==> src/rtl/core/assert_macros.svh <==
// Assertion macros shared by the search core modules.
// Depends on nothing; the assertion bodies vanish when SYNTHESIS is defined.
`ifndef ASSERT_MACROS_SVH
`define ASSERT_MACROS_SVH

`ifndef SYNTHESIS

// Clocked property, ignored while reset is asserted
`define NCS_ASSERT(label, clk, rst_n, prop) \
    label: assert property (@(posedge clk) disable iff (!rst_n) prop) \
        else $error("ncs assertion failed");

// Clocked property that also holds through reset
`define NCS_ASSERT_ALWAYS(label, clk, prop) \
    label: assert property (@(posedge clk) prop) \
        else $error("ncs assertion failed");

`else

`define NCS_ASSERT(label, clk, rst_n, prop)

`define NCS_ASSERT_ALWAYS(label, clk, prop)

`endif

`endif

==> src/rtl/core/ncs_pkg.sv <==
// Shared types, constants and helper functions for the NAND circuit search core.
// No dependencies; imported by every module of the block except ncs_ram.
package ncs_pkg;

    // Fixed field widths and limits
    localparam int MAX_INPUTS    = 4;
    localparam int MAX_GATES_DEF = 6;
    localparam int WORD_W        = 16;
    localparam int SRC_W         = 4;
    localparam int GATE_W        = 2 * SRC_W;
    localparam int CAND_W        = 48;
    localparam int USED_W        = 3;
    localparam int NIN_W         = 3;
    localparam int LIM_W         = 3;
    localparam int IN_TDATA_W    = 8;
    localparam int OUT_TDATA_W   = 56;
    localparam int OUT_TUSER_W   = 2;
    localparam int CFG_IDX_W     = 4;
    localparam int CFG_DATA_W    = 16;

    // Configuration reset values
    localparam logic [WORD_W-1:0] TARGET_RST = 16'h0000;
    localparam logic [WORD_W-1:0] CARE_RST   = 16'hFFFF;
    localparam logic [NIN_W-1:0]  INPUTS_RST = 3'd2;
    localparam logic [LIM_W-1:0]  LIMIT_RST  = 3'd6;

    // Configuration register indexes
    typedef enum logic [CFG_IDX_W-1:0] {
        REG_TARGET = 4'd0,
        REG_CARE   = 4'd1,
        REG_INPUTS = 4'd2,
        REG_LIMIT  = 4'd3
    } cfg_reg_t;

    // Controller states
    typedef enum logic [2:0] {
        S_IDLE,
        S_START,
        S_READ,
        S_CALC,
        S_FINISH
    } state_t;

    // Controller to datapath
    typedef struct packed {
        logic start;
        logic rd;
        logic calc;
        logic finish;
    } ncs_cmd_t;

    // Datapath to controller
    typedef struct packed {
        logic finished;
        logic no_gates;
        logic last_gate;
        logic out_full;
    } ncs_status_t;

    // Clamp the programmed input count into 1..MAX_INPUTS
    function automatic logic [NIN_W-1:0] eff_inputs(input logic [NIN_W-1:0] ic);
        logic [NIN_W-1:0] n;
        if (ic == '0)
            n = NIN_W'(1);
        else if (ic > NIN_W'(MAX_INPUTS))
            n = NIN_W'(MAX_INPUTS);
        else
            n = ic;
        return n;
    endfunction

    // Valid truth table rows for n inputs
    function automatic logic [WORD_W-1:0] row_mask(input logic [NIN_W-1:0] n);
        logic [WORD_W-1:0] m;
        unique case (n)
            3'd1:    m = 16'h0003;
            3'd2:    m = 16'h000F;
            3'd3:    m = 16'h00FF;
            default: m = 16'hFFFF;
        endcase
        return m;
    endfunction

    // Bit-parallel value of input i over all rows; input 0 is the row's top bit
    function automatic logic [WORD_W-1:0] input_word(input logic [NIN_W-1:0] n,
                                                     input logic [NIN_W-1:0] i);
        logic [WORD_W-1:0] w;
        logic [NIN_W-1:0]  p;
        logic [3:0]        rv;
        w = '0;
        p = n - NIN_W'(1) - i;
        for (int r = 0; r < WORD_W; r++) begin
            rv   = 4'(r);
            w[r] = rv[p[1:0]];
        end
        return w & row_mask(n);
    endfunction

endpackage

==> src/rtl/core/ncs_ram.sv <==
// Generic simple RAM: one write port, two registered read ports.
// No dependencies.
module ncs_ram #(
    parameter int WIDTH = 16,
    parameter int DEPTH = 6
) (
    input  logic                                   clk,
    input  logic                                   we,
    input  logic [((DEPTH > 1) ? $clog2(DEPTH) : 1)-1:0] waddr,
    input  logic [WIDTH-1:0]                       wdata,
    input  logic                                   re,
    input  logic [((DEPTH > 1) ? $clog2(DEPTH) : 1)-1:0] raddr_a,
    input  logic [((DEPTH > 1) ? $clog2(DEPTH) : 1)-1:0] raddr_b,
    output logic [WIDTH-1:0]                       rdata_a,
    output logic [WIDTH-1:0]                       rdata_b
);

    logic [WIDTH-1:0] mem [DEPTH];
    logic [WIDTH-1:0] rdata_a_reg;
    logic [WIDTH-1:0] rdata_b_reg;

    // Write port and registered reads
    always_ff @(posedge clk)
    begin
        if (we)
        begin
            mem[waddr] <= wdata;
        end
        if (re)
        begin
            rdata_a_reg <= mem[raddr_a];
            rdata_b_reg <= mem[raddr_b];
        end
    end

    assign rdata_a = rdata_a_reg;
    assign rdata_b = rdata_b_reg;

endmodule

==> src/rtl/core/ncs_ctrl.sv <==
// Sequencing state machine for the NAND circuit search core.
// Depends on ncs_pkg and assert_macros.svh; drives commands to ncs_dpath.
`include "assert_macros.svh"

module ncs_ctrl (
    input  logic                 clk,
    input  logic                 rst_n,
    input  logic                 s_tvalid,
    output logic                 s_tready,
    input  ncs_pkg::ncs_status_t status,
    output ncs_pkg::ncs_cmd_t    cmd
);
    import ncs_pkg::*;

    state_t state_reg;
    state_t state_next;

    // State register
    always_ff @(posedge clk or negedge rst_n)
    begin
        if (!rst_n)
            state_reg <= S_IDLE;
        else
            state_reg <= state_next;
    end

    // Next state and commands
    always_comb
    begin
        state_next = state_reg;
        cmd        = '0;
        s_tready   = 1'b0;
        unique case (state_reg)
            S_IDLE:
            begin
                s_tready = 1'b1;
                if (s_tvalid)
                begin
                    cmd.start  = 1'b1;
                    state_next = S_START;
                end
            end
            S_START:
            begin
                // no test when the search is over; zero gates needs no evaluation
                if (status.finished || status.no_gates)
                    state_next = S_FINISH;
                else
                    state_next = S_READ;
            end
            S_READ:
            begin
                cmd.rd     = 1'b1;
                state_next = S_CALC;
            end
            S_CALC:
            begin
                cmd.calc = 1'b1;
                if (status.last_gate)
                    state_next = S_FINISH;
                else
                    state_next = S_READ;
            end
            S_FINISH:
            begin
                if (!status.out_full)
                begin
                    cmd.finish = 1'b1;
                    state_next = S_IDLE;
                end
            end
            default:
            begin
                state_next = S_IDLE;
            end
        endcase
    end

    // Checks
    `NCS_ASSERT(a_read_then_calc, clk, rst_n, (state_reg == S_READ) |=> (state_reg == S_CALC))
    `NCS_ASSERT(a_finish_needs_room, clk, rst_n, cmd.finish |-> !status.out_full)
    `NCS_ASSERT_ALWAYS(a_one_cmd, clk, $onehot0({cmd.start, cmd.rd, cmd.calc, cmd.finish}))

endmodule

==> src/rtl/core/ncs_dpath.sv <==
// Datapath: configuration registers, candidate sources, gate evaluation,
// odometer advance and the output register. Depends on ncs_pkg, ncs_ram, assert_macros.svh.
`include "assert_macros.svh"

module ncs_dpath #(
    parameter int MAX_GATES = ncs_pkg::MAX_GATES_DEF
) (
    input  logic                                  clk,
    input  logic                                  rst_n,
    input  logic                                  cfg_we,
    input  logic [ncs_pkg::CFG_IDX_W-1:0]         cfg_index,
    input  logic [ncs_pkg::CFG_DATA_W-1:0]        cfg_data,
    input  logic                                  restart,
    input  ncs_pkg::ncs_cmd_t                     cmd,
    output ncs_pkg::ncs_status_t                  status,
    output logic                                  m_tvalid,
    input  logic                                  m_tready,
    output logic [ncs_pkg::OUT_TDATA_W-1:0]       m_tdata,
    output logic [ncs_pkg::OUT_TUSER_W-1:0]       m_tuser,
    output logic                                  m_tlast
);
    import ncs_pkg::*;

    localparam int CW     = $clog2(MAX_GATES + 1);
    localparam int KW     = (MAX_GATES > 1) ? $clog2(MAX_GATES) : 1;
    localparam int PACK_N = (MAX_GATES < CAND_W / GATE_W) ? MAX_GATES : CAND_W / GATE_W;

    // Configuration
    logic [WORD_W-1:0] target_reg;
    logic [WORD_W-1:0] care_reg;
    logic [NIN_W-1:0]  inputs_reg;
    logic [LIM_W-1:0]  limit_reg;

    // Search state
    logic [GATE_W-1:0] src_reg  [MAX_GATES];
    logic [GATE_W-1:0] src_next [MAX_GATES];
    logic [CW-1:0]     count_reg, count_next;
    logic [CW-1:0]     k_reg, k_next;
    logic              found_reg, found_next;
    logic              finished_reg, finished_next;
    logic              failed_reg, failed_next;
    logic [WORD_W-1:0] last_word_reg, last_word_next;

    // Output register
    logic                   out_valid_reg, out_valid_next;
    logic [CAND_W-1:0]      out_cand_reg, out_cand_next;
    logic [USED_W-1:0]      out_used_reg, out_used_next;
    logic                   out_hit_reg, out_hit_next;
    logic                   out_over_reg, out_over_next;
    logic                   out_failed_reg, out_failed_next;

    // Evaluation signals
    logic [NIN_W-1:0]  n_eff;
    logic [WORD_W-1:0] rmask;
    logic [GATE_W-1:0] src_cur;
    logic [SRC_W-1:0]  src_a, src_b;
    logic [SRC_W-1:0]  off_a, off_b;
    logic [WORD_W-1:0] rd_a, rd_b;
    logic [WORD_W-1:0] op_a, op_b;
    logic [WORD_W-1:0] gate_word;
    logic [WORD_W-1:0] out_word;
    logic              hit;
    logic [LIM_W-1:0]  lim_eff;
    logic              over_limit;
    logic [CAND_W-1:0] cand;

    // Advance signals
    logic [SRC_W-1:0]     sig_m1 [MAX_GATES];
    logic [SRC_W-1:0]     b_lim  [MAX_GATES];
    logic [MAX_GATES-1:0] can_b;
    logic [MAX_GATES-1:0] inc_ok;
    logic [GATE_W-1:0]    inc_val [MAX_GATES];
    logic                 adv_ok;
    logic [KW-1:0]        adv_idx;

    assign n_eff = eff_inputs(inputs_reg);
    assign rmask = row_mask(n_eff);

    // Configuration writes
    always_ff @(posedge clk or negedge rst_n)
    begin
        if (!rst_n)
        begin
            target_reg <= TARGET_RST;
            care_reg   <= CARE_RST;
            inputs_reg <= INPUTS_RST;
            limit_reg  <= LIMIT_RST;
        end
        else if (cfg_we)
        begin
            unique case (cfg_reg_t'(cfg_index))
                REG_TARGET: target_reg <= cfg_data;
                REG_CARE:   care_reg   <= cfg_data;
                REG_INPUTS: inputs_reg <= cfg_data[NIN_W-1:0];
                REG_LIMIT:  limit_reg  <= cfg_data[LIM_W-1:0];
                default:    ;
            endcase
        end
    end

    // Gate operand fetch: inputs from the pattern function, earlier gates from RAM
    assign src_cur = src_reg[k_reg[KW-1:0]];
    assign src_a   = src_cur[SRC_W-1:0];
    assign src_b   = src_cur[GATE_W-1:SRC_W];
    assign off_a   = src_a - SRC_W'(n_eff);
    assign off_b   = src_b - SRC_W'(n_eff);

    ncs_ram #(
        .WIDTH (WORD_W),
        .DEPTH (MAX_GATES)
    ) u_sig_ram (
        .clk     (clk),
        .we      (cmd.calc),
        .waddr   (k_reg[KW-1:0]),
        .wdata   (gate_word),
        .re      (cmd.rd),
        .raddr_a (off_a[KW-1:0]),
        .raddr_b (off_b[KW-1:0]),
        .rdata_a (rd_a),
        .rdata_b (rd_b)
    );

    // A source not yet computed reads zero
    always_comb
    begin
        if (src_a < SRC_W'(n_eff))
            op_a = input_word(n_eff, src_a[NIN_W-1:0]);
        else if (off_a < SRC_W'(k_reg))
            op_a = rd_a;
        else
            op_a = '0;
        if (src_b < SRC_W'(n_eff))
            op_b = input_word(n_eff, src_b[NIN_W-1:0]);
        else if (off_b < SRC_W'(k_reg))
            op_b = rd_b;
        else
            op_b = '0;
    end

    assign gate_word = ~(op_a & op_b) & rmask;

    // Output signal compare against the cared rows
    assign out_word = (count_reg == '0) ? input_word(n_eff, n_eff - NIN_W'(1)) : last_word_reg;
    assign hit      = ((out_word ^ target_reg) & care_reg & rmask) == '0;

    // Odometer digit per gate: b counts up to min(a, s-1), then a steps and b clears
    always_comb
    begin
        for (int k = 0; k < MAX_GATES; k++)
        begin
            sig_m1[k] = SRC_W'(n_eff) + SRC_W'(k) - SRC_W'(1);
            b_lim[k]  = (src_reg[k][SRC_W-1:0] < sig_m1[k]) ? src_reg[k][SRC_W-1:0]
                                                            : sig_m1[k];
            can_b[k]  = src_reg[k][GATE_W-1:SRC_W] != b_lim[k];
            inc_ok[k] = (count_reg > CW'(k)) &&
                        (can_b[k] || (src_reg[k][SRC_W-1:0] != sig_m1[k]));
            if (can_b[k])
                inc_val[k] = {src_reg[k][GATE_W-1:SRC_W] + SRC_W'(1), src_reg[k][SRC_W-1:0]};
            else
                inc_val[k] = {{SRC_W{1'b0}}, src_reg[k][SRC_W-1:0] + SRC_W'(1)};
        end
    end

    // Highest gate that can still step
    always_comb
    begin
        adv_idx = '0;
        for (int k = 0; k < MAX_GATES; k++)
        begin
            if (inc_ok[k])
                adv_idx = KW'(k);
        end
    end

    assign adv_ok = |inc_ok;

    // Candidate packing, one byte per gate in use
    always_comb
    begin
        cand = '0;
        for (int k = 0; k < PACK_N; k++)
        begin
            if (count_reg > CW'(k))
                cand[GATE_W*k +: GATE_W] = src_reg[k];
        end
    end

    assign lim_eff    = (limit_reg > LIM_W'(MAX_GATES)) ? LIM_W'(MAX_GATES) : limit_reg;
    assign over_limit = ({1'b0, USED_W'(count_reg)} + 4'd1) > {1'b0, lim_eff};

    // Next state of the search
    always_comb
    begin
        src_next        = src_reg;
        count_next      = count_reg;
        k_next          = k_reg;
        found_next      = found_reg;
        finished_next   = finished_reg;
        failed_next     = failed_reg;
        last_word_next  = last_word_reg;
        out_valid_next  = out_valid_reg;
        out_cand_next   = out_cand_reg;
        out_used_next   = out_used_reg;
        out_hit_next    = out_hit_reg;
        out_over_next   = out_over_reg;
        out_failed_next = out_failed_reg;

        if (cmd.start)
        begin
            k_next = '0;
            if (restart)
            begin
                for (int j = 0; j < MAX_GATES; j++)
                    src_next[j] = '0;
                count_next    = '0;
                found_next    = 1'b0;
                finished_next = 1'b0;
                failed_next   = 1'b0;
            end
        end

        if (cmd.calc)
        begin
            last_word_next = gate_word;
            k_next         = k_reg + CW'(1);
        end

        if (cmd.finish)
        begin
            out_valid_next = 1'b1;
            out_used_next  = USED_W'(count_reg);
            if (finished_reg)
            begin
                out_cand_next   = '0;
                out_hit_next    = 1'b0;
                out_over_next   = 1'b1;
                out_failed_next = failed_reg;
            end
            else
            begin
                out_cand_next = cand;
                out_hit_next  = hit;
                found_next    = found_reg | hit;
                if (adv_ok)
                begin
                    for (int j = 0; j < MAX_GATES; j++)
                    begin
                        if (j == int'(adv_idx))
                            src_next[j] = inc_val[j];
                        else if (j > int'(adv_idx))
                            src_next[j] = '0;
                    end
                end
                else if (found_reg | hit)
                begin
                    finished_next = 1'b1;
                end
                else if (over_limit)
                begin
                    finished_next = 1'b1;
                    failed_next   = 1'b1;
                end
                else
                begin
                    count_next = count_reg + CW'(1);
                    for (int j = 0; j < MAX_GATES; j++)
                        src_next[j] = '0;
                end
                out_over_next   = finished_next;
                out_failed_next = failed_next;
            end
        end
        else if (m_tready)
        begin
            out_valid_next = 1'b0;
        end
    end

    // Control state
    always_ff @(posedge clk or negedge rst_n)
    begin
        if (!rst_n)
        begin
            for (int j = 0; j < MAX_GATES; j++)
                src_reg[j] <= '0;
            count_reg     <= '0;
            k_reg         <= '0;
            found_reg     <= 1'b0;
            finished_reg  <= 1'b0;
            failed_reg    <= 1'b0;
            out_valid_reg <= 1'b0;
        end
        else
        begin
            src_reg       <= src_next;
            count_reg     <= count_next;
            k_reg         <= k_next;
            found_reg     <= found_next;
            finished_reg  <= finished_next;
            failed_reg    <= failed_next;
            out_valid_reg <= out_valid_next;
        end
    end

    // Payload registers
    always_ff @(posedge clk)
    begin
        last_word_reg  <= last_word_next;
        out_cand_reg   <= out_cand_next;
        out_used_reg   <= out_used_next;
        out_hit_reg    <= out_hit_next;
        out_over_reg   <= out_over_next;
        out_failed_reg <= out_failed_next;
    end

    // Status back to the controller
    assign status.finished  = finished_reg;
    assign status.no_gates  = count_reg == '0;
    assign status.last_gate = (k_reg + CW'(1)) == count_reg;
    assign status.out_full  = out_valid_reg && !m_tready;

    // Result channel
    assign m_tvalid = out_valid_reg;
    assign m_tdata  = {{(OUT_TDATA_W - CAND_W - USED_W){1'b0}}, out_used_reg, out_cand_reg};
    assign m_tuser  = {out_failed_reg, out_hit_reg};
    assign m_tlast  = out_over_reg;

    // Checks
    `NCS_ASSERT(a_fail_is_final, clk, rst_n, failed_reg |-> finished_reg)
    `NCS_ASSERT(a_gate_idx_bound, clk, rst_n, k_reg <= count_reg)
    `NCS_ASSERT(a_done_holds, clk, rst_n, (finished_reg && !cmd.start) |=> finished_reg)

endmodule

==> src/rtl/core/nand_circuit_search.sv <==
// Top level of the exhaustive NAND circuit search block.
// Depends on ncs_pkg, ncs_ctrl and ncs_dpath.
//
// Usage:
//   cfg channel (cfg_valid/cfg_ready, cfg_index, cfg_data) writes target_table (0),
//   care_mask (1), input_count (2) and gate_limit (3); cfg_ready is always high and
//   writes are meant for an idle block.
//   Each transaction on the s_ channel (s_tdata[0] = restart) tests one candidate
//   NAND network and steps the odometer; it yields exactly one transaction on
//   the m_ channel with the candidate, its gate count, the match flag and the
//   end-of-search flags.
//   After an input is accepted, the core evaluates the candidate gate by gate, each
//   gate as a signal RAM read, then the NAND and write back; once the search is
//   over no gate is evaluated. The next input is taken in the cycle after the result
//   is loaded, so the core takes no new input before it is through with the last one.
//   Reset clears the configuration to its defaults and the search to zero gates.
//   If the receiver stalls, the result waits in the output register and the core
//   holds its next result until that register frees.
module nand_circuit_search #(
    parameter int MAX_GATES = ncs_pkg::MAX_GATES_DEF
) (
    input  logic                               clk,
    input  logic                               rst_n,
    // s_tdata: [0] restart, [7:1] zero
    input  logic                               s_tvalid,
    output logic                               s_tready,
    input  logic [ncs_pkg::IN_TDATA_W-1:0]     s_tdata,
    // m_tdata: [47:0] candidate, [50:48] gates_used, [55:51] zero
    output logic                               m_tvalid,
    input  logic                               m_tready,
    output logic [ncs_pkg::OUT_TDATA_W-1:0]    m_tdata,
    // m_tuser: [0] matched, [1] search_failed
    output logic [ncs_pkg::OUT_TUSER_W-1:0]    m_tuser,
    // m_tlast: search_over
    output logic                               m_tlast,
    input  logic                               cfg_valid,
    output logic                               cfg_ready,
    input  logic [ncs_pkg::CFG_IDX_W-1:0]      cfg_index,
    input  logic [ncs_pkg::CFG_DATA_W-1:0]     cfg_data
);
    import ncs_pkg::*;

    ncs_cmd_t    cmd;
    ncs_status_t status;
    logic        cfg_we;

    // Configuration is always accepted
    assign cfg_ready = 1'b1;
    assign cfg_we    = cfg_valid && cfg_ready;

    ncs_ctrl u_ctrl (
        .clk      (clk),
        .rst_n    (rst_n),
        .s_tvalid (s_tvalid),
        .s_tready (s_tready),
        .status   (status),
        .cmd      (cmd)
    );

    ncs_dpath #(
        .MAX_GATES (MAX_GATES)
    ) u_dpath (
        .clk       (clk),
        .rst_n     (rst_n),
        .cfg_we    (cfg_we),
        .cfg_index (cfg_index),
        .cfg_data  (cfg_data),
        .restart   (s_tdata[0]),
        .cmd       (cmd),
        .status    (status),
        .m_tvalid  (m_tvalid),
        .m_tready  (m_tready),
        .m_tdata   (m_tdata),
        .m_tuser   (m_tuser),
        .m_tlast   (m_tlast)
    );

endmodule

==> config.mk <==
export PLATFORM = sky130hd
export DESIGN_NAME = nand_circuit_search
export DESIGN_NICKNAME = d
export VERILOG_FILES = /design/src/rtl/core/ncs_pkg.sv /design/src/rtl/core/ncs_ram.sv /design/src/rtl/core/ncs_ctrl.sv /design/src/rtl/core/ncs_dpath.sv /design/src/rtl/core/nand_circuit_search.sv
export VERILOG_INCLUDE_DIRS = /design/src /design/src/rtl/core
export SDC_FILE = /design/constraint.sdc
export NUM_CORES = 1
export LEC_CHECK = 0
export BUFFER_PORTS_ARGS = -buffer_cell sky130_fd_sc_hd__buf_2
export CAP_MARGIN = 20
export CORE_UTILIZATION = 51
export CTS_BUF_LIST = sky130_fd_sc_hd__clkbuf_4 sky130_fd_sc_hd__clkbuf_8
export CTS_CLUSTER_SIZE = 40
export DETAILED_ROUTE_END_ITERATION = 6
export PLACE_DENSITY = 0.69
export SETUP_SLACK_MARGIN = 0.05
export SLEW_MARGIN = 20
export SYNTH_ARGS = -nofsm -noshare
export SYNTH_HDL_FRONTEND = slang
export SYNTH_HIERARCHICAL = 1
export SYNTH_SLANG_ARGS = --single-unit
==> constraint.sdc <==
create_clock -name clk -period 13.69 [get_ports clk]
set_input_delay 0 -clock clk [delete_from_list [all_inputs] [get_ports clk]]
set_output_delay 0 -clock clk [all_outputs]
set_load 0.005 [all_outputs]
==> results.cfg <==
[outcome]
run_status = finished clean

[critical_path]
critical_path_class = flop to flop
critPathMaxFanout = 13
cp_data_arrival_time_ns = 6.06
path_delay_family = compound AO/OA/AOI/OAI gates
start_kind = flop
worst-endpoint-required_ns = 14.15
cp_cell_sequence = and2b_1, nor2_1, inv_1, ha_1, o21bai_1, nand2_1, a41oi_1, o21ai_1, a41oi_2, o221ai_1, a211o_1
end_kind = flop
timing.critical_path.buf_inv = 1
critPathSlowestCell = sky130_fd_sc_hd__a41oi_2
critPathMaxStageDelay_ns = 0.78

[detailed_routing]
drt_first_pass_iters = 5
routed-via-count = 11400
drc = 0
ant_nets = 0
detail_route.iter0.violations = 843
wire_per_inst_um = 21.2
via_per_inst = 6.08
routed_wl_mm = 39.6

[cells_and_area]
layout.cells.most_common_list = sky130_fd_sc_hd__edfxtp_1, sky130_fd_sc_hd__buf_2, sky130_fd_sc_hd__dfrtp_1
post_route_cells_drive_above_1_share_pct = 25.9
antenna_cells_inserted = 0
area.growth.synth_to_final_pct = 13.3
final_nets = 1531
largest_register_ffs = 96
mostFrequentLayoutCell = sky130_fd_sc_hd__edfxtp_1

[sta]
finalHoldWorstSlack_ns = 0.0359
final-setup-viol-count = 0
timing.max_slew.rel_slack_pct = 21.1
fin_crit_sh_pct = 40.9
clock_skew_ns = 0.0321
unrepaired_setup_endpoints_after_global_routing = false
final.min_clock_period_ns = 5.60
final-hold-violation-count = 0
fin_setup_tns_ns = 0
finalWorstSetupSlack_ns = 8.09
timing_worst_slew_pin_value_ns = 1.17
drv_slew = 0
max_freq_mhz = 179

[grt]
grt_util_all_layers_pct = 24.3
vias_in_the_first_global_route = 11100
grt_first_pass_wirelength_mm = 61.4
overflow = 0
largest_net_degree_at_the_start_of_global_routing = 72
grt_antenna_before_repair = 0

[cts]
cts.clk_slew.worst_paths_ns = 0.06
htreeDepth = 2
clk_latency_ns = 0.60
cts_root_buffer = sky130_fd_sc_hd__clkbuf_8
clock_sink_count = 297
numCtsBuffers = 51
tritoncts = done
ctsLongestPathBuffers = 3

[floorplanning]
placement_rows = 65
pin_count = 95
initial_util_pct = 51.7
coreArea_mm2 = 0.0316
die_h_um = 181
die-area_mm2 = 0.0327
die_width_um = 181

[synth]
synth_warnings = 6
ys_dominant_reg_cell = sky130_fd_sc_hd__edfxtp_1
synth.largest_area_cell = sky130_fd_sc_hd__edfxtp_1
synth_largest_type_area_fraction_pct = 36.4
synthCells = 1295
flop_and_latch_count_out_of_synthesis = 297
yosys.cell_types.count = 90
syn-cell-area_mm2 = 0.0163
synth_seq_area_share_pct = 51.8
share_of_synthesized_flip_flops_with_an_asynchronous_set_or_reset_pct = 33.3
synthesis.area_per_instance_um2 = 12.6
synth_top_cells_by_area = sky130_fd_sc_hd__edfxtp_1, sky130_fd_sc_hd__dfrtp_1, sky130_fd_sc_hd__ha_1
synth_edf_count = 198

[hold_path]
min_delay_worst_type = input pin to async pin

[place]
hpwl_mm = 25.8
gpl.final_weighted_congestion = 0.941
placement.setup.worst_slack_ns = 8.17
port_buffers = 81

[pwr]
power_per_cell_area_mw_per_mm2 = 191
power.leakage_nw = 7.27
power.ir.vdd_worst_uv = 142

[run]
maxCapViolations = 0
==> repair_timing <==
action	CTS	global route
endpoints found under the hold margin	72	0
buffers inserted	0	0
gates resized for setup	0	0
hold buffers	26	0
==> layout make-up <==
type | instances | area [um2]
Clock buffer | 73 | 886
Clock inverter | 22 | 201
Fill cell | 2574 | 13100
Inverter | 57 | 214
Multi-Input combinational cell | 884 | 7360
Sequential cell | 297 | 8450
Tap cell | 402 | 503
Timing Repair Buffer | 133 | 871
==> cell usage after synthesis (all sizes together) (6+ instances only) <==
| cell type | count |
|---|---|
| nor2b | 18 |
| ha | 72 |
| mux2i | 21 |
| a211oi | 11 |
| dfrtp | 80 |
| dfstp | 19 |
| and3 | 11 |
| inv | 56 |
| and2 | 43 |
| mux4 | 40 |
| nor3b | 14 |
| a31oi | 6 |
| xor2 | 11 |
| mux2 | 107 |
| nor4 | 8 |
| or3 | 9 |
| buf | 39 |
| nand4 | 12 |
| a211o | 9 |
| a21o | 16 |
| o31ai | 6 |
| edfxtp | 198 |
| a22oi | 9 |
| nand2b | 19 |
| xnor2 | 24 |
| nor2 | 46 |
| nand4b | 7 |
| nand3 | 57 |
| clkbuf | 24 |
| o21ai | 67 |
| nor3 | 32 |
| or2 | 8 |
| nand2 | 54 |
| a21oi | 45 |
| and4 | 7 |
| and4b | 7 |
| a22o | 16 |
==> report_power, final <==
group          total [mW]  internal, mW  switching, mW
Sequential           1.28          1.20         0.0733
Clock               0.845         0.478          0.367
Combinational        1.41         0.575          0.838
Total                3.53          2.26           1.28
==> logic make-up after synthesis <==
family | share of synthesized area [%]
fa+ha+maj | 5.77
buf+inv | 3.63
mux | 14.2
flops | 51.8
simple gates | 13.0
other cells | 0.0690
compound gates | 9.58
xor+xnor | 1.92
==> layer usage <==
metal	vias to the layer above	share of wire, %	track usage (%)
met1	5674	41	31.5
li1	5176	-	-
met5	-	0	0
met2	420	49	40.0
met4	0	3.4	10.5
met3	88	6.3	4.58
==> through the flow <==
| step | std cells | total power, mW | cell area (um2) | utilization [%] |
|---|---|---|---|---|
| 2_1_floorplan | 1301 | 2.31 | 16300 | - |
| 3_3_place_gp | 1746 | 2.65 | 17100 | 54.3 |
| 3_5_place_dp | 1746 | 2.68 | 17100 | 54.3 |
| 4_1_cts | 1867 | 3.54 | 18500 | 58.5 |
| 5_1_grt | 1868 | 3.72 | 18500 | 58.6 |
| 6_report | 1868 | 3.53 | 18500 | 58.6 |
==> worst paths after layout <==
check / start / to / slack (ns) / cells past startpoint
worst max-delay path: u_dpath/inputs_reg[1]$_DFFE_PN1P_ / u_dpath/src_reg[35]$_DFFE_PN0P_ / 8.09 / 11
worst min-delay path: rst_n / u_dpath/care_reg[11]$_DFFE_PN1P_ / 0.04 / 2
worst max register to register: u_dpath/inputs_reg[1]$_DFFE_PN1P_ / u_dpath/src_reg[35]$_DFFE_PN0P_ / 8.09 / 11
worst min register to register: u_dpath/failed_reg$_DFF_PN0_ / u_dpath/failed_reg$_DFF_PN0_ / 0.48 / 2
max in group asynchronous: rst_n / u_dpath/target_reg[15]$_DFFE_PN0P_ / 12.54 / 3
min in group clk: cfg_index[3] / u_dpath/target_reg[2]$_DFFE_PN0P_ / 0.19 / 6
==> worst register-to-register path, cell delays in order, from the launching register on <==
cell and delay [ns]:
sky130_fd_sc_hd__dfstp_2 0.39, sky130_fd_sc_hd__and2b_1 0.29, sky130_fd_sc_hd__nor2_1 0.73, sky130_fd_sc_hd__inv_1 0.43, sky130_fd_sc_hd__ha_1 0.35, sky130_fd_sc_hd__o21bai_1 0.47, sky130_fd_sc_hd__nand2_1 0.50, sky130_fd_sc_hd__a41oi_1 0.62
sky130_fd_sc_hd__o21ai_1 0.20, sky130_fd_sc_hd__a41oi_2 0.78, sky130_fd_sc_hd__o221ai_1 0.35, sky130_fd_sc_hd__a211o_1 0.37
Note: power is estimated with default switching activity, not from simulation.
